===== src/sv/hmr_pkg.sv =====
// Shared constants and types of the HID message reassembler.
package hmr_pkg;

  // Packet and message geometry.
  localparam int INIT_DATA_BYTES   = 57;
  localparam int CONT_DATA_BYTES   = 59;
  localparam int MAX_MESSAGE_BYTES = 7609;

  // Data words per packet and bytes per word.
  localparam int NUM_WORDS  = 8;
  localparam int WORD_BYTES = 8;

  // Widths that follow from the geometry.
  localparam int LEN_W  = $clog2(MAX_MESSAGE_BYTES + 1);
  localparam int SIZE_W = $clog2(NUM_WORDS * WORD_BYTES + 1);
  localparam int REM_W  = $clog2(CONT_DATA_BYTES);
  localparam int SEQ_W  = 8;
  localparam int IDX_W  = $clog2(NUM_WORDS);

  // Packet kinds.
  localparam logic OP_INIT = 1'b0;
  localparam logic OP_CONT = 1'b1;

  // Result status codes.
  typedef enum logic [2:0] {
    ST_ACCEPTED       = 3'd0,
    ST_TOO_LARGE      = 3'd1,
    ST_WRONG_CHANNEL  = 3'd2,
    ST_WRONG_SEQUENCE = 3'd3,
    ST_NOTHING_OWED   = 3'd4
  } status_t;

endpackage


===== src/sv/hmr_pkt_if.sv =====
// Packet channel: valid, ready and the fields of one U2FHID packet.
interface hmr_pkt_if;
  logic        valid;
  logic        ready;
  logic        operation;
  logic [31:0] channel_id;
  logic [7:0]  command_or_sequence;
  logic [15:0] byte_count;
  logic [63:0] data_0;
  logic [63:0] data_1;
  logic [63:0] data_2;
  logic [63:0] data_3;
  logic [63:0] data_4;
  logic [63:0] data_5;
  logic [63:0] data_6;
  logic [63:0] data_7;

  modport source (
    output valid, operation, channel_id, command_or_sequence, byte_count,
           data_0, data_1, data_2, data_3, data_4, data_5, data_6, data_7,
    input  ready
  );

  modport sink (
    input  valid, operation, channel_id, command_or_sequence, byte_count,
           data_0, data_1, data_2, data_3, data_4, data_5, data_6, data_7,
    output ready
  );
endinterface


===== src/sv/hmr_chunk_if.sv =====
// Chunk channel: valid, ready and the fields of one reassembled chunk.
interface hmr_chunk_if;
  logic        valid;
  logic        ready;
  logic [2:0]  status;
  logic [31:0] message_channel;
  logic [7:0]  message_command;
  logic [12:0] message_length;
  logic [63:0] chunk_data;
  logic [3:0]  chunk_bytes;
  logic [12:0] chunk_offset;
  logic        last_of_packet;
  logic        message_complete;

  modport source (
    output valid, status, message_channel, message_command, message_length,
           chunk_data, chunk_bytes, chunk_offset, last_of_packet,
           message_complete,
    input  ready
  );

  modport sink (
    input  valid, status, message_channel, message_command, message_length,
           chunk_data, chunk_bytes, chunk_offset, last_of_packet,
           message_complete,
    output ready
  );
endinterface


===== src/sv/hid_message_reassembler.sv =====
// U2FHID message reassembler: checks packets and emits accepted bytes as chunks.
//
// Each packet transfer on pkt yields one or more chunk transfers on chunk: an
// accepted packet gives one chunk per eight accepted bytes (the last one
// partial), an empty init gives a single empty chunk, and a rejected packet
// gives one chunk that carries only its status. The chunk emitter produces
// one chunk per cycle from its registered copy of the packet while the chunk
// channel is not stalled; a packet gives at most eight chunks, and that
// emitter sets the sustained rate. A one-packet input register lets the next
// packet be checked and loaded in the cycle the previous packet's last chunk
// leaves the emitter, so packets follow each other with no gap. A packet
// passes through the input register, the emitter and the output register in
// turn. Message state is updated when the packet is checked, so later packets
// always see the state left by earlier ones.
module hid_message_reassembler
  import hmr_pkg::*;
(
  input logic          clk,
  input logic          rst,
  hmr_pkt_if.sink      pkt,
  hmr_chunk_if.source  chunk
);

  // Input register.
  logic              hold_valid;
  logic              hold_op;
  logic [31:0]       hold_chan;
  logic [7:0]        hold_cs;
  logic [15:0]       hold_bcnt;
  logic [63:0]       hold_data [NUM_WORDS];

  // Message state.
  logic              message_open;
  logic [31:0]       open_channel;
  logic [7:0]        open_command;
  logic [LEN_W-1:0]  total_length;
  logic [LEN_W-1:0]  bytes_received;
  logic [SEQ_W-1:0]  expect_seq;
  logic [REM_W-1:0]  seq_rem;

  // Next message state, valid when a packet is taken.
  logic              message_open_next;
  logic [31:0]       open_channel_next;
  logic [7:0]        open_command_next;
  logic [LEN_W-1:0]  total_length_next;
  logic [LEN_W-1:0]  bytes_received_next;
  logic [SEQ_W-1:0]  expect_seq_next;
  logic [REM_W-1:0]  seq_rem_next;

  // Chunk emitter.
  logic              emit_busy;
  logic [IDX_W-1:0]  emit_idx;
  logic [SIZE_W-1:0] emit_size;
  logic [LEN_W-1:0]  emit_base;
  status_t           emit_status;
  logic [63:0]       emit_words [NUM_WORDS];
  logic [31:0]       emit_chan;
  logic [7:0]        emit_cmd;
  logic [LEN_W-1:0]  emit_len;
  logic              emit_complete;

  // Decision for the held packet.
  status_t           dec_status;
  logic [SIZE_W-1:0] dec_size;
  logic [LEN_W-1:0]  dec_base;
  logic [SIZE_W-1:0] init_size;
  logic [SIZE_W-1:0] cont_size;
  logic [LEN_W-1:0]  owed;
  logic [SIZE_W:0]   rem_sum;
  logic              rem_wrap;
  logic              chan_ok;

  // Emitter step signals.
  logic              out_adv;
  logic              step;
  logic              step_last;
  logic [SIZE_W-1:0] remain;
  logic [3:0]        step_bytes;
  logic [63:0]       step_word;
  logic [63:0]       step_data;
  logic              take;

  // Handshake between the input register and the emitter.
  assign out_adv   = !chunk.valid || chunk.ready;
  assign step      = emit_busy && out_adv;
  assign remain    = emit_size - SIZE_W'({emit_idx, 3'b000});
  assign step_last = remain <= SIZE_W'(WORD_BYTES);
  assign take      = hold_valid && (!emit_busy || (step && step_last));
  assign pkt.ready = !hold_valid || take;

  // Input register load.
  always_ff @(posedge clk) begin
    if (rst) begin
      hold_valid <= 1'b0;
    end else if (pkt.ready) begin
      hold_valid <= pkt.valid;
    end
    if (pkt.valid && pkt.ready) begin
      hold_op      <= pkt.operation;
      hold_chan    <= pkt.channel_id;
      hold_cs      <= pkt.command_or_sequence;
      hold_bcnt    <= pkt.byte_count;
      hold_data[0] <= pkt.data_0;
      hold_data[1] <= pkt.data_1;
      hold_data[2] <= pkt.data_2;
      hold_data[3] <= pkt.data_3;
      hold_data[4] <= pkt.data_4;
      hold_data[5] <= pkt.data_5;
      hold_data[6] <= pkt.data_6;
      hold_data[7] <= pkt.data_7;
    end
  end

  // Sizes and sequence bookkeeping for the held packet.
  assign init_size = (hold_bcnt > 16'(INIT_DATA_BYTES)) ? SIZE_W'(INIT_DATA_BYTES)
                                                         : SIZE_W'(hold_bcnt);
  assign owed      = (total_length > bytes_received) ? total_length - bytes_received
                                                      : '0;
  assign cont_size = (owed > LEN_W'(CONT_DATA_BYTES)) ? SIZE_W'(CONT_DATA_BYTES)
                                                       : SIZE_W'(owed);
  assign rem_sum   = (SIZE_W + 1)'(seq_rem) + (SIZE_W + 1)'(cont_size);
  assign rem_wrap  = rem_sum >= (SIZE_W + 1)'(CONT_DATA_BYTES);
  assign chan_ok   = message_open && (hold_chan == open_channel);

  // Packet check and next message state.
  always_comb begin
    dec_status          = ST_ACCEPTED;
    dec_size            = '0;
    dec_base            = '0;
    message_open_next   = message_open;
    open_channel_next   = open_channel;
    open_command_next   = open_command;
    total_length_next   = total_length;
    bytes_received_next = bytes_received;
    expect_seq_next     = expect_seq;
    seq_rem_next        = seq_rem;
    if (hold_op == OP_INIT) begin
      if (hold_bcnt > 16'(MAX_MESSAGE_BYTES)) begin
        dec_status = ST_TOO_LARGE;
      end else begin
        // A new message replaces the one in progress.
        dec_size            = init_size;
        message_open_next   = 1'b1;
        open_channel_next   = hold_chan;
        open_command_next   = hold_cs;
        total_length_next   = LEN_W'(hold_bcnt);
        bytes_received_next = LEN_W'(init_size);
        expect_seq_next     = '0;
        seq_rem_next        = '0;
      end
    end else if (!chan_ok) begin
      dec_status = ST_WRONG_CHANNEL;
    end else if (expect_seq != hold_cs) begin
      dec_status = ST_WRONG_SEQUENCE;
    end else if (cont_size == '0) begin
      dec_status = ST_NOTHING_OWED;
    end else begin
      // Continuation bytes land at the current fill level.
      dec_size            = cont_size;
      dec_base            = bytes_received;
      bytes_received_next = bytes_received + LEN_W'(cont_size);
      if (rem_wrap) begin
        expect_seq_next = expect_seq + SEQ_W'(1);
        seq_rem_next    = REM_W'(rem_sum - (SIZE_W + 1)'(CONT_DATA_BYTES));
      end else begin
        seq_rem_next    = REM_W'(rem_sum);
      end
    end
  end

  // Message state update.
  always_ff @(posedge clk) begin
    if (rst) begin
      message_open   <= 1'b0;
      open_channel   <= '0;
      open_command   <= '0;
      total_length   <= '0;
      bytes_received <= '0;
      expect_seq     <= '0;
      seq_rem        <= '0;
    end else if (take) begin
      message_open   <= message_open_next;
      open_channel   <= open_channel_next;
      open_command   <= open_command_next;
      total_length   <= total_length_next;
      bytes_received <= bytes_received_next;
      expect_seq     <= expect_seq_next;
      seq_rem        <= seq_rem_next;
    end
  end

  // Emitter control: load on take, advance one chunk per output transfer slot.
  always_ff @(posedge clk) begin
    if (rst) begin
      emit_busy <= 1'b0;
      emit_idx  <= '0;
    end else if (take) begin
      emit_busy <= 1'b1;
      emit_idx  <= '0;
    end else if (step && step_last) begin
      emit_busy <= 1'b0;
    end else if (step) begin
      emit_idx  <= emit_idx + IDX_W'(1);
    end
  end

  // Emitter payload: a copy of the packet data and the message snapshot.
  always_ff @(posedge clk) begin
    if (take) begin
      emit_size     <= dec_size;
      emit_base     <= dec_base;
      emit_status   <= dec_status;
      emit_chan     <= open_channel_next;
      emit_cmd      <= open_command_next;
      emit_len      <= total_length_next;
      emit_complete <= message_open_next && (bytes_received_next == total_length_next);
      for (int i = 0; i < NUM_WORDS; i++) begin
        emit_words[i] <= hold_data[i];
      end
    end
  end

  // Current chunk: pick the word and clear bytes past the packet's end.
  assign step_bytes = step_last ? remain[3:0] : 4'(WORD_BYTES);
  assign step_word  = emit_words[emit_idx];
  always_comb begin
    for (int b = 0; b < WORD_BYTES; b++) begin
      step_data[8*b +: 8] = (4'(b) < step_bytes) ? step_word[8*b +: 8] : 8'h00;
    end
  end

  // Output register.
  always_ff @(posedge clk) begin
    if (rst) begin
      chunk.valid <= 1'b0;
    end else if (out_adv) begin
      chunk.valid <= emit_busy;
    end
    if (step) begin
      chunk.status           <= emit_status;
      chunk.message_channel  <= emit_chan;
      chunk.message_command  <= emit_cmd;
      chunk.message_length   <= emit_len;
      chunk.chunk_data       <= step_data;
      chunk.chunk_bytes      <= step_bytes;
      chunk.chunk_offset     <= emit_base + LEN_W'({emit_idx, 3'b000});
      chunk.last_of_packet   <= step_last;
      chunk.message_complete <= emit_complete;
    end
  end

endmodule


===== src/flat_wrapper.sv =====
// flat-port wrapper written by rule: the top's interface ports become plain ports
module hid_message_reassembler_flat import hmr_pkg::*;
  (clk, rst, pkt_valid, pkt_operation, pkt_channel_id, pkt_command_or_sequence, pkt_byte_count, pkt_data_0, pkt_data_1, pkt_data_2, pkt_data_3, pkt_data_4, pkt_data_5, pkt_data_6, pkt_data_7, pkt_ready, chunk_valid, chunk_status, chunk_message_channel, chunk_message_command, chunk_message_length, chunk_chunk_data, chunk_chunk_bytes, chunk_chunk_offset, chunk_last_of_packet, chunk_message_complete, chunk_ready);
  hmr_pkt_if pkt_i ();
  hmr_chunk_if chunk_i ();
  input logic clk;
  input logic rst;
  input wire logic [$bits(pkt_i.valid)-1:0] pkt_valid;
  input wire logic [$bits(pkt_i.operation)-1:0] pkt_operation;
  input wire logic [$bits(pkt_i.channel_id)-1:0] pkt_channel_id;
  input wire logic [$bits(pkt_i.command_or_sequence)-1:0] pkt_command_or_sequence;
  input wire logic [$bits(pkt_i.byte_count)-1:0] pkt_byte_count;
  input wire logic [$bits(pkt_i.data_0)-1:0] pkt_data_0;
  input wire logic [$bits(pkt_i.data_1)-1:0] pkt_data_1;
  input wire logic [$bits(pkt_i.data_2)-1:0] pkt_data_2;
  input wire logic [$bits(pkt_i.data_3)-1:0] pkt_data_3;
  input wire logic [$bits(pkt_i.data_4)-1:0] pkt_data_4;
  input wire logic [$bits(pkt_i.data_5)-1:0] pkt_data_5;
  input wire logic [$bits(pkt_i.data_6)-1:0] pkt_data_6;
  input wire logic [$bits(pkt_i.data_7)-1:0] pkt_data_7;
  output wire logic [$bits(pkt_i.ready)-1:0] pkt_ready;
  output wire logic [$bits(chunk_i.valid)-1:0] chunk_valid;
  output wire logic [$bits(chunk_i.status)-1:0] chunk_status;
  output wire logic [$bits(chunk_i.message_channel)-1:0] chunk_message_channel;
  output wire logic [$bits(chunk_i.message_command)-1:0] chunk_message_command;
  output wire logic [$bits(chunk_i.message_length)-1:0] chunk_message_length;
  output wire logic [$bits(chunk_i.chunk_data)-1:0] chunk_chunk_data;
  output wire logic [$bits(chunk_i.chunk_bytes)-1:0] chunk_chunk_bytes;
  output wire logic [$bits(chunk_i.chunk_offset)-1:0] chunk_chunk_offset;
  output wire logic [$bits(chunk_i.last_of_packet)-1:0] chunk_last_of_packet;
  output wire logic [$bits(chunk_i.message_complete)-1:0] chunk_message_complete;
  input wire logic [$bits(chunk_i.ready)-1:0] chunk_ready;
  assign pkt_i.valid = pkt_valid;
  assign pkt_i.operation = pkt_operation;
  assign pkt_i.channel_id = pkt_channel_id;
  assign pkt_i.command_or_sequence = pkt_command_or_sequence;
  assign pkt_i.byte_count = pkt_byte_count;
  assign pkt_i.data_0 = pkt_data_0;
  assign pkt_i.data_1 = pkt_data_1;
  assign pkt_i.data_2 = pkt_data_2;
  assign pkt_i.data_3 = pkt_data_3;
  assign pkt_i.data_4 = pkt_data_4;
  assign pkt_i.data_5 = pkt_data_5;
  assign pkt_i.data_6 = pkt_data_6;
  assign pkt_i.data_7 = pkt_data_7;
  assign pkt_ready = pkt_i.ready;
  assign chunk_valid = chunk_i.valid;
  assign chunk_status = chunk_i.status;
  assign chunk_message_channel = chunk_i.message_channel;
  assign chunk_message_command = chunk_i.message_command;
  assign chunk_message_length = chunk_i.message_length;
  assign chunk_chunk_data = chunk_i.chunk_data;
  assign chunk_chunk_bytes = chunk_i.chunk_bytes;
  assign chunk_chunk_offset = chunk_i.chunk_offset;
  assign chunk_last_of_packet = chunk_i.last_of_packet;
  assign chunk_message_complete = chunk_i.message_complete;
  assign chunk_i.ready = chunk_ready;
  hid_message_reassembler u_core (.clk(clk), .rst(rst), .pkt(pkt_i), .chunk(chunk_i));
endmodule

===== config.mk =====
export PLATFORM = sky130hd
export DESIGN_NAME = hid_message_reassembler_flat
export DESIGN_NICKNAME = d
export VERILOG_FILES = /design/src/sv/hmr_pkg.sv /design/src/sv/hmr_pkt_if.sv /design/src/sv/hmr_chunk_if.sv /design/src/sv/hid_message_reassembler.sv /design/src/flat_wrapper.sv
export SDC_FILE = /design/constraint.sdc
export NUM_CORES = 1
export LEC_CHECK = 0
export BUFFER_PORTS_ARGS = -buffer_cell sky130_fd_sc_hd__buf_2
export CAP_MARGIN = 5
export CORE_ASPECT_RATIO = 0.9
export CORE_MARGIN = 4
export CORE_UTILIZATION = 45
export CTS_CLUSTER_DIAMETER = 30
export CTS_CLUSTER_SIZE = 25
export DETAILED_ROUTE_END_ITERATION = 12
export PLACE_DENSITY = 0.63
export SYNTH_ARGS = -nofsm -noshare
export SYNTH_HDL_FRONTEND = slang
export SYNTH_SLANG_ARGS = --single-unit

===== constraint.sdc =====
create_clock -name clk -period 79.7 [get_ports clk]
set_input_delay 3.985 -clock clk [delete_from_list [all_inputs] [get_ports clk]]
set_output_delay 3.985 -clock clk [all_outputs]
set_load 0.02 [all_outputs]

# --- After elaboration in Yosys (flattened, before gate mapping) ---
# Memories as Yosys holds them, arrays and structs flattened. A register that Yosys moved wholly into a read port is not among the register bits.
# Cells that the tools add are included.
word_totals:
  ff_bits: 360
  mem_bits_rw: 1024
  out_inout_bits: 141
  mem_count: 2
op_classes:
  n_addsub: 8
  order_cmp: 14
  n_eq_ne: 8
  mux: 47
  bitwise: 3
  n_reduce_logical: 19
mem_list:
  columns: ["name", "words", "word_bits", "read_ports", "rd_ports_with_merged_regs", "write_ports", "line", "rtl"]
  rows:
  - ["u_core.emit_words", 8, 64, 1, 1, 8, "hid_message_reassembler.sv:56", "logic [63:0] emit_words [NUM_WORDS];"]
  - ["u_core.hold_data", 8, 64, 8, 0, 8, "hid_message_reassembler.sv:30", "logic [63:0] hold_data [NUM_WORDS];"]
ops:
  columns: ["cell", "count"]
  rows:
  - ["13-bit two-way mux", 8]
  - ["32-bit two-way mux", 2]
  - ["8-bit two-way mux", 8]
  - ["7-bit two-way mux", 7]
  - ["6-bit two-way mux", 6]
  - ["32-bit equality test", 1]
  - ["3-bit two-way mux", 6]
  - ["16-bit by 13-bit > comparator with 1-bit output, second input constant", 1]
  - ["16-bit by 6-bit > comparator with 1-bit output, second input constant", 1]
  - ["3-bit by 4-bit < comparator with 1-bit output, first input constant", 4]
  - ["13-bit by 6-bit adder with 13-bit output", 1]
  - ["13-bit by 7-bit adder with 13-bit output", 1]
  - ["13-bit equality test", 1]
  - ["13-bit > comparator", 1]
  - ["13-bit by 6-bit > comparator with 1-bit output, second input constant", 1]
  - ["13-bit subtractor", 1]
  - ["1-bit two-way mux", 9]
  - ["6-bit by 7-bit adder with 8-bit output", 1]
  - ["8-bit by 1-bit adder with 8-bit output, second input constant", 1]
  - ["8-bit by 6-bit >= comparator with 1-bit output, second input constant", 1]
  - ["1-bit by 4-bit < comparator with 1-bit output, first input constant", 2]
  - ["2-bit by 4-bit < comparator with 1-bit output, first input constant", 2]
  - ["2-bit inequality test, second input constant", 4]
  - ["8-bit inequality test", 1]
  - ["other kinds (17)", 28]

# --- Depth between registers and ports, before layout ---
# Gate-level depths: netlist of the first run.
depth:
  word_depth: 11
  ltp_mapped: 27

# --- Worst setup path before layout of the first run ---
# Ideal clock, no wire load.
synth_timing:
  path_type: "input -> register"
  start: "input port chunk_ready"
  end: "register u_core.hold_bcnt[0] (enable)"
  setup_time_ns: 1.694
  arrival_ns: 31.773
  t_required_ns: 78.006
  setup_slack_ns: 46.234
  stages: 4
  path_buffers: 0
  cell_sequence: "nor2b_1 > o41ai_1 > inv_1 > a21oi_1"
synth_between:
  elab_chain_cells: 7
synth_rtl:
  columns: ["element", "line", "rtl"]
  rows:
  - ["start, declared", "flat_wrapper.sv:32", "input wire logic [$bits(chunk_i.ready)-1:0] chunk_ready;"]
  - ["1-bit logical OR", "hid_message_reassembler.sv:84", "assign out_adv = !chunk.valid || chunk.ready;"]
  - ["1-bit logical AND", "hid_message_reassembler.sv:85", "assign step = emit_busy && out_adv;"]
  - ["1-bit logical AND", "hid_message_reassembler.sv:88", "assign take = hold_valid && (!emit_busy || (step && step_last));"]
  - ["1-bit logical OR", "hid_message_reassembler.sv:88", null]
  - ["1-bit logical AND", "hid_message_reassembler.sv:88", null]
  - ["1-bit logical OR", "hid_message_reassembler.sv:89", "assign pkt.ready = !hold_valid || take;"]
  - ["1-bit logical AND", "hid_message_reassembler.sv:98", "if (pkt.valid && pkt.ready) begin"]
  - ["end signal, assigned", "hid_message_reassembler.sv:102", "hold_bcnt <= pkt.byte_count;"]
  - ["end, declared", "hid_message_reassembler.sv:29", "logic [15:0] hold_bcnt;"]
# Every way passes these cells.
# A chain may end at the register's enable or synchronous reset.

# --- Worst setup path in the final report of the first run ---
layout_timing:
  start: "input port chunk_ready"
  end: "output port pkt_ready"
layout_between:
  elab_chain_cells: 6
layout_rtl:
  columns: ["element", "line", "rtl"]
  rows:
  - ["1-bit logical OR", "hid_message_reassembler.sv:84", null]
  - ["1-bit logical AND", "hid_message_reassembler.sv:85", null]
  - ["1-bit logical AND", "hid_message_reassembler.sv:88", null]
  - ["1-bit logical OR", "hid_message_reassembler.sv:88", null]
  - ["1-bit logical AND", "hid_message_reassembler.sv:88", null]
  - ["1-bit logical OR", "hid_message_reassembler.sv:89", null]
  - ["end, declared", "flat_wrapper.sv:21", "output wire logic [$bits(pkt_i.ready)-1:0] pkt_ready;"]
# Every way passes these cells.

==> results of run 1 <==
## power by group
| part | switching (W) | leakage [nW] | internal [W] | total [W] |
|---|---|---|---|---|
| registers | 0.0000143 | 13.1 | 0.000845 | 0.000860 |
| clock network | 0.000363 | 3.95 | 0.000648 | 0.00101 |
| logic | 0.0000569 | 6.05 | 0.0000342 | 0.0000911 |
| total | 0.000434 | 23.1 | 0.00153 | 0.00196 |
## state kept, by name, indices dropped and copies added (netlist names), 16 cells and up, named ones only
| name | count |
|---|---|
| u_core.chunk.chunk_data | 64 |
| u_core.chunk.message_channel | 32 |
| u_core.emit_chan | 32 |
| u_core.emit_words | 512 |
| u_core.hold_bcnt | 16 |
| u_core.hold_chan | 32 |
| u_core.hold_data | 512 |
| u_core.open_channel | 32 |
## per-layer routing
| metal | vias to the layer above | share of wire [%] | global-route usage, % |
|---|---|---|---|
| met3 | 213 | 6.8 | 4.29 |
| met5 | - | 0.020 | 0 |
| met4 | 4 | 2.7 | 7.85 |
| met2 | 1131 | 50 | 34.0 |
| met1 | 13400 | 41 | 27.3 |
| li1 | 12400 | - | - |
## per-stage QoR
stage	cell area (sq um)	cells
floorplan	50400	2688
global placement	55800	4820
detailed placement	55800	4820
CTS	64000	5263
global route	64000	5281
finish	64000	5286
## cell usage after synthesis, drive strengths merged, types with 7 or more instances
cell type | n | area [sq um]
inv | 56 | 210
nand3 | 24 | 120
and3 | 7 | 43.8
edfxtp | 1297 | 38900
and2 | 21 | 131
nor2 | 138 | 526
o21ai | 36 | 180
nand2 | 297 | 1110
xnor2 | 56 | 490
a22oi | 8 | 60.1
a21oi | 97 | 485
mux2i | 75 | 751
nor3 | 24 | 120
buf | 30 | 156
nand4 | 16 | 100
mux4 | 128 | 2880
xor2 | 22 | 193
or2 | 7 | 43.8
o2111ai | 7 | 61.3
clkbuf | 60 | 225
dfxtp | 90 | 1800
nor4 | 13 | 87.6
ha | 35 | 438
a221oi | 8 | 76.3
nand2b | 19 | 119
a211oi | 14 | 105
## how the worst max path moves through the flow
stage,end,slack (ns),startpoint
2_1_floorplan,u_core.hold_bcnt[0],46.23,chunk_ready
3_3_place_gp,u_core.emit_words[4][18],69.78,chunk_ready
3_5_place_dp,u_core.emit_words[5][30],69.66,chunk_ready
4_1_cts,u_core.emit_words[3][30],70.56,chunk_ready
5_1_grt,u_core.emit_words[3][30],70.10,chunk_ready
6_report,pkt_ready,70.63,chunk_ready
## logic make-up (layout without fill, tap and decap cells)
| family | Yosys count | after routing | synth area share [%] |
|---|---|---|---|
| flops | 1387 | 1387 | 80.9 |
| simple gates | 592 | 592 | 5.20 |
| compound gates | 237 | 237 | 3.05 |
| mux | 205 | 205 | 7.26 |
| buf+inv | 147 | 1247 | 1.18 |
| xor+xnor | 78 | 78 | 1.36 |
| fa+ha+maj | 40 | 40 | 1.07 |
| other cells | 1 | 25 | 0.00744 |
## cell type report
type	count	area (sq um)
fillers	8452	47100
flip-flops and latches	1387	40800
multi-input cells	1154	9090
clock buffers	257	6070
repair buffers	747	3850
clock inverters	186	2140
well taps	1475	1850
inverters	57	221
diodes	23	57.6
==> reports/metrics.cfg, run 1 <==
[run_status]
outcome=complete, no violations

[sta]
fmax_ghz=0.110
min_period_ns=9.07
finalClockSkew_ns=0.0536
rsz0062_at_grt=no
worst_pin_slew_ns=1.22
period_share_pct=11.4
fin_setup_tns_ns=0
setup_viol=0
fin_ws_ns=70.63
whs_ns=0.396
report.final.slew_viol_count=0
hold_viol=0
max_slew_margin_pct=18.5

[min_path]
min_from=u_core.hold_data[0][111]
hold_depth=0
hold_path_class=register to register
min_to=u_core.emit_words[1][47]

[drt]
drtIter0Drc=2548
vias=27100
ant_nets=0
first_pass_iters=6
drt_wl_total_microns=122000
drc=0
routedWlPerCell_microns=23.2
via_per_inst=5.14

[floorplanning]
start_util_pct=45.3
ioPinCount=714
core_area_sq_um=111000
rows=116
die_h_microns=325
dieArea_sq_um=117000
die_w_microns=361

[setup_path]
r2r-start=u_core.emit_idx[1]
critPathBufInv=3
regToRegSetupSlack_ns=72.43
reg2reg_to=u_core.emit_words[7][30]
cp_max_fo=3
path_cells=buf_2 > nor2b_1 > o41ai_1 > inv_1 > nand2_1 > buf_2
criticalPathCategory=input pin to primary output
reg2reg_depth=12
path_common_cell=buf_2
slowest_delay_ns=0.45
worst_path_dominant_cell_family=compound AO/OA/AOI/OAI gates
worstPathArrival_ns=5.08
crit_path_start_kind=input pin
crit_slowest_cell=o41ai_1
endpoint_kind=primary output
required_ns=75.72
cp.depth=6

[cts]
cts_setup_buffers=0
tritoncts=yes
clock_latency_ns=0.82
cts_resized=0
cts-hold-fix-buffers=0
htreeDepth=4
cts_buffers=233
cts_num_sinks=1387
clk_pin_slew_ns=0.05
clockBufferDepth=3
clockRootBuffer=clkbuf_16

[finish]
layout_common_cells=edfxtp_1 (1297), buf_2 (713), nand2_1 (296)
layout_commonest_cell=edfxtp_1
final_nets=4193
utilization_pct=57.6
area_growth_pct=27.1
layout-drive-gt1-share_pct=34.7

[yosys]
ys_ff_latch=1387
async_flop_share_pct=0
synth-seq-area-share_pct=80.9
ys.flop_type=edfxtp_1
yosysUniqueCellTypes=76
synth_cells=2687
synth_edf_count=1297
netlist_area_sq_um=50400
yosysWarnings=0
synth.avg_cell_area_sq_um=18.8

[place]
pre_cts_ws_ns=69.66
portBuffers=713
gp_congestion=0.893
dpl.hpwl_microns=82700

[grt]
grt_pass1_wl_microns=177000
grt.total_usage_pct=20.6
grt_pass1_vias=27600
overflow=0
grt_antenna_before_repair=47
grt_max_degree=195

[job]
maxCapViolCount=0

[power_and_ir_drop]
leakage_nw=23.1
power_w=0.00196
vdd_drop_max_uv=27.1
power_density_nw_per_um2=30.6

Note: power is estimated with default switching activity, not from simulation.
==> inputs of run 2 (changes only) <==
--- a/config.mk
+++ b/config.mk
@@ -5,6 +5,7 @@
 export SDC_FILE = /design/constraint.sdc
 export NUM_CORES = 1
 export LEC_CHECK = 0
+export ABC_AREA = 1
 export BUFFER_PORTS_ARGS = -buffer_cell sky130_fd_sc_hd__buf_2
 export CAP_MARGIN = 5
 export CORE_ASPECT_RATIO = 0.9
@@ -13,7 +14,7 @@
 export CTS_CLUSTER_DIAMETER = 30
 export CTS_CLUSTER_SIZE = 25
 export DETAILED_ROUTE_END_ITERATION = 12
-export PLACE_DENSITY = 0.63
+export PLACE_DENSITY = 0.66
 export SYNTH_ARGS = -nofsm -noshare
 export SYNTH_HDL_FRONTEND = slang
 export SYNTH_SLANG_ARGS = --single-unit
==> constraint.sdc (replaced) <==
create_clock -name clk -period 7.5 [get_ports clk]
set_input_delay 0.375 -clock clk [delete_from_list [all_inputs] [get_ports clk]]
set_output_delay 0.375 -clock clk [all_outputs]
set_load 0.02 [all_outputs]
==> run 2 against run 1 <==
  * Hold slack worse by 0.28 ns
  * Combinational power grew to 16 times the previous value
  * Die area is 1.3% higher
  * Clock skew is 0.011 ns higher
  * Final cell count is 26% higher
  * Power grew to 11 times the previous value
  * Clock power grew to 11 times the previous value
  * Sequential power grew to 11 times the previous value
  * Register-to-register slack worse by 70 ns
  * Largest cell class unchanged
==> reports/metrics.cfg, run 2 <==
[setup_path]
critPathBufInv=4  ; was 3
criticalPathCategory=register to register  ; was input pin to primary output
endpoint_kind=register  ; was primary output
worst_path_dominant_cell_family=simple AND/OR/NAND/NOR gates  ; was compound AO/OA/AOI/OAI gates
crit_slowest_cell=fa_1  ; was o41ai_1
slowest_delay_ns=0.46  ; was 0.45 ns
worstPathArrival_ns=5.69  ; was 5.08 ns
path_common_cell=nand2_1  ; was buf_2
required_ns=8.16  ; was 75.72 ns
crit_path_start_kind=register  ; was input pin
cp_max_fo=5  ; was 3

[place]
placed_cell_area_sq_um=56400  ; was 55800 sq um
dpl.hpwl_microns=88000  ; was 82700 microns
gp_congestion=0.914  ; was 0.893
pre_cts_ws_ns=2.57  ; was 69.66 ns
portBuffers=713  ; unchanged

[sta]
worst_pin_slew_ns=1.31  ; was 1.22 ns
min_period_ns=5.04
rsz0062_at_grt=no  ; unchanged
report.final.slew_viol_count=0  ; unchanged
fmax_ghz=0.199
max_slew_margin_pct=12.6  ; was 18.5%
fin_setup_tns_ns=0  ; unchanged
setup_viol=0  ; unchanged
period_share_pct=67.1
fin_ws_ns=2.46  ; was 70.63 ns
hold_viol=0  ; unchanged
finalClockSkew_ns=0.0643  ; was 0.0536 ns

[cts]
cts_setup_buffers=0  ; unchanged
clock_latency_ns=0.82  ; about the same
tritoncts=yes  ; unchanged
clockBufferDepth=3  ; unchanged
clk_pin_slew_ns=0.05  ; about the same
cts_buffers=231  ; was 233
clockRootBuffer=clkbuf_16  ; unchanged
cts_resized=0  ; unchanged
htreeDepth=4  ; unchanged
cts_num_sinks=1387  ; unchanged

[finish]
layout_common_cells=edfxtp_1 (1297), nand2_1 (725), buf_2 (713)  ; was edfxtp_1 (1297), buf_2 (713), nand2_1 (296)
layout_commonest_cell=edfxtp_1  ; unchanged
layout-drive-gt1-share_pct=23.2  ; was 34.7%
top_regs=u_core.emit_words x512, u_core.hold_data x512, u_core.chunk.chunk_data x64  ; unchanged
area_growth_pct=37.7  ; was 27.1%
final_nets=5557  ; was 4193
final_area_sq_um=70400  ; was 64000 sq um

[grt]
overflow=0  ; unchanged
grt_pass1_wl_microns=221000  ; was 177000 microns
grt_antenna_before_repair=30  ; was 47
grt_max_degree=172  ; was 195
grt_pass1_vias=36100  ; was 27600
grt.total_usage_pct=24.9  ; was 20.6%

[floorplanning]
dieArea_sq_um=119000  ; was 117000 sq um
ioPinCount=714  ; unchanged
die_h_microns=328  ; was 325 microns
rows=116  ; unchanged
start_util_pct=45.6  ; was 45.3%
core_area_sq_um=112000  ; was 111000 sq um
die_w_microns=363  ; was 361 microns

[drt]
routedWlPerCell_microns=22.9  ; was 23.2 microns
drtIter0Drc=3274  ; was 2548
drc=0  ; unchanged
ant_nets=0  ; unchanged
drt_wl_total_microns=152000  ; was 122000 microns
first_pass_iters=6  ; unchanged
vias=34900  ; was 27100
via_per_inst=5.25  ; was 5.14

[yosys]
synth_top_area_share_pct=76.2  ; was 77.3%
ys_ff_latch=1387  ; unchanged
ys.flop_type=edfxtp_1  ; unchanged
synthTopCellsByCount=edfxtp_1 (1297), nand2_1 (727), nand3_1 (305)  ; was edfxtp_1 (1297), nand2_1 (297), nor2_1 (137)
yosysUniqueCellTypes=48  ; was 76
yosysWarnings=0  ; unchanged
synth_cells=3535  ; was 2687
synth_area_leader_cell=edfxtp_1  ; unchanged
synth.most_common_cell=edfxtp_1  ; unchanged
async_flop_share_pct=0  ; unchanged
synth_edf_count=1297  ; unchanged
netlist_area_sq_um=51100  ; was 50400 sq um
synth-seq-area-share_pct=79.8  ; was 80.9%
synth_area_leaders=edfxtp_1 (76%), nand2_1 (5.3%), dfxtp_1 (3.5%)  ; was edfxtp_1 (77%), mux4_2 (5.7%), dfxtp_1 (3.6%)
synth.avg_cell_area_sq_um=14.5  ; was 18.8 sq um

[min_path]
hold_path_class=input pin to register  ; was register to register

[power_and_ir_drop]
power_w=0.0215  ; was 0.00196 W
leakage_nw=27.1  ; was 23.1 nW
power_density_nw_per_um2=306  ; was 30.6 nW/um^2
vdd_drop_max_uv=317  ; was 27.1 uV

[job]
maxCapViolCount=0  ; unchanged

[run_status]
outcome=complete, no violations  ; unchanged

==> run 2: cell types whose count changed after synthesis, moves of 81 or more <==
cell     previous run  this run
inv_1              56       205
mux4_2            128         0
nand3_1            24       305
o21ai_0            34       115
nand2_1           297       727
a21oi_1            97       238
==> run 2: layout make-up <==
type	count	area, sq um
Antenna cell	31	77.6
Timing Repair Buffer	1314	9610
Inverter	212	815
Fill cell	7759	41500
Multi-Input combinational cell	1798	9090
Clock buffer	262	6010
Tap cell	1475	1850
Clock inverter	172	2150
Sequential cell	1387	40800
==> run 2: kinds of logic (layout without fill, tap and decap cells) <==
logic type / count (synthesis) / after routing / synth area share [%]
DFF: 1387 / 1387 / 79.8
and+or+nand+nor: 1260 / 1260 / 10.6
AOI/OAI and AO/OA: 454 / 454 / 5.24
buffers and inverters: 351 / 1960 / 2.62
xor gates and xnor gates: 42 / 42 / 0.720
adders and majority gates: 40 / 40 / 1.05
other: 1 / 33 / 0.00734
==> run 2: power breakdown <==
| part | total [W] | internal [W] | switching, W | leakage, nW |
|---|---|---|---|---|
| sequential | 0.00915 | 0.00900 | 0.000155 | 13.1 |
| combinational | 0.00148 | 0.000557 | 0.000922 | 10.1 |
| clock | 0.0109 | 0.00695 | 0.00397 | 3.92 |
==> run 2: through the flow <==
stage / hold slack (ns) / std cells / utilization (%)
floorplan: 0.400 / 3536 / -
global placement: 0.400 / 5614 / 50.4
detailed placement: 0.405 / 5615 / 50.4
CTS: 0.0422 / 6620 / 62.8
global route: 0.0950 / 6644 / 62.9
finish: 0.120 / 6651 / 62.9
==> run 2: what timing repair did <==
item,in CTS,in global routing
setup endpoints to repair,0,0
hold buffers,571,0
hold endpoints to repair,571,0
==> run 2: path summary, 6_finish.rpt <==
kind,depth (start not counted),from,slack (ns),to
hold reg to reg,0,u_core.hold_data[0][41],0.38,u_core.emit_words[0][41]
setup / recovery,35,u_core.total_length[0],2.46,u_core.emit_complete
setup reg to reg,35,u_core.total_length[0],2.46,u_core.emit_complete
hold / removal,2,rst,0.12,u_core.total_length[4]
==> run 2: layer usage <==
| layer | up-vias | global-route usage, % | wire (microns) |
|---|---|---|---|
| met3 | 423 | 5.94 | 11800 |
| met5 | - | 0 | 34 |
| met4 | 6 | 12.4 | 7470 |
| li1 | 15800 | - | - |
| met2 | 1810 | 41.8 | 75700 |
| met1 | 17000 | 30.2 | 57100 |
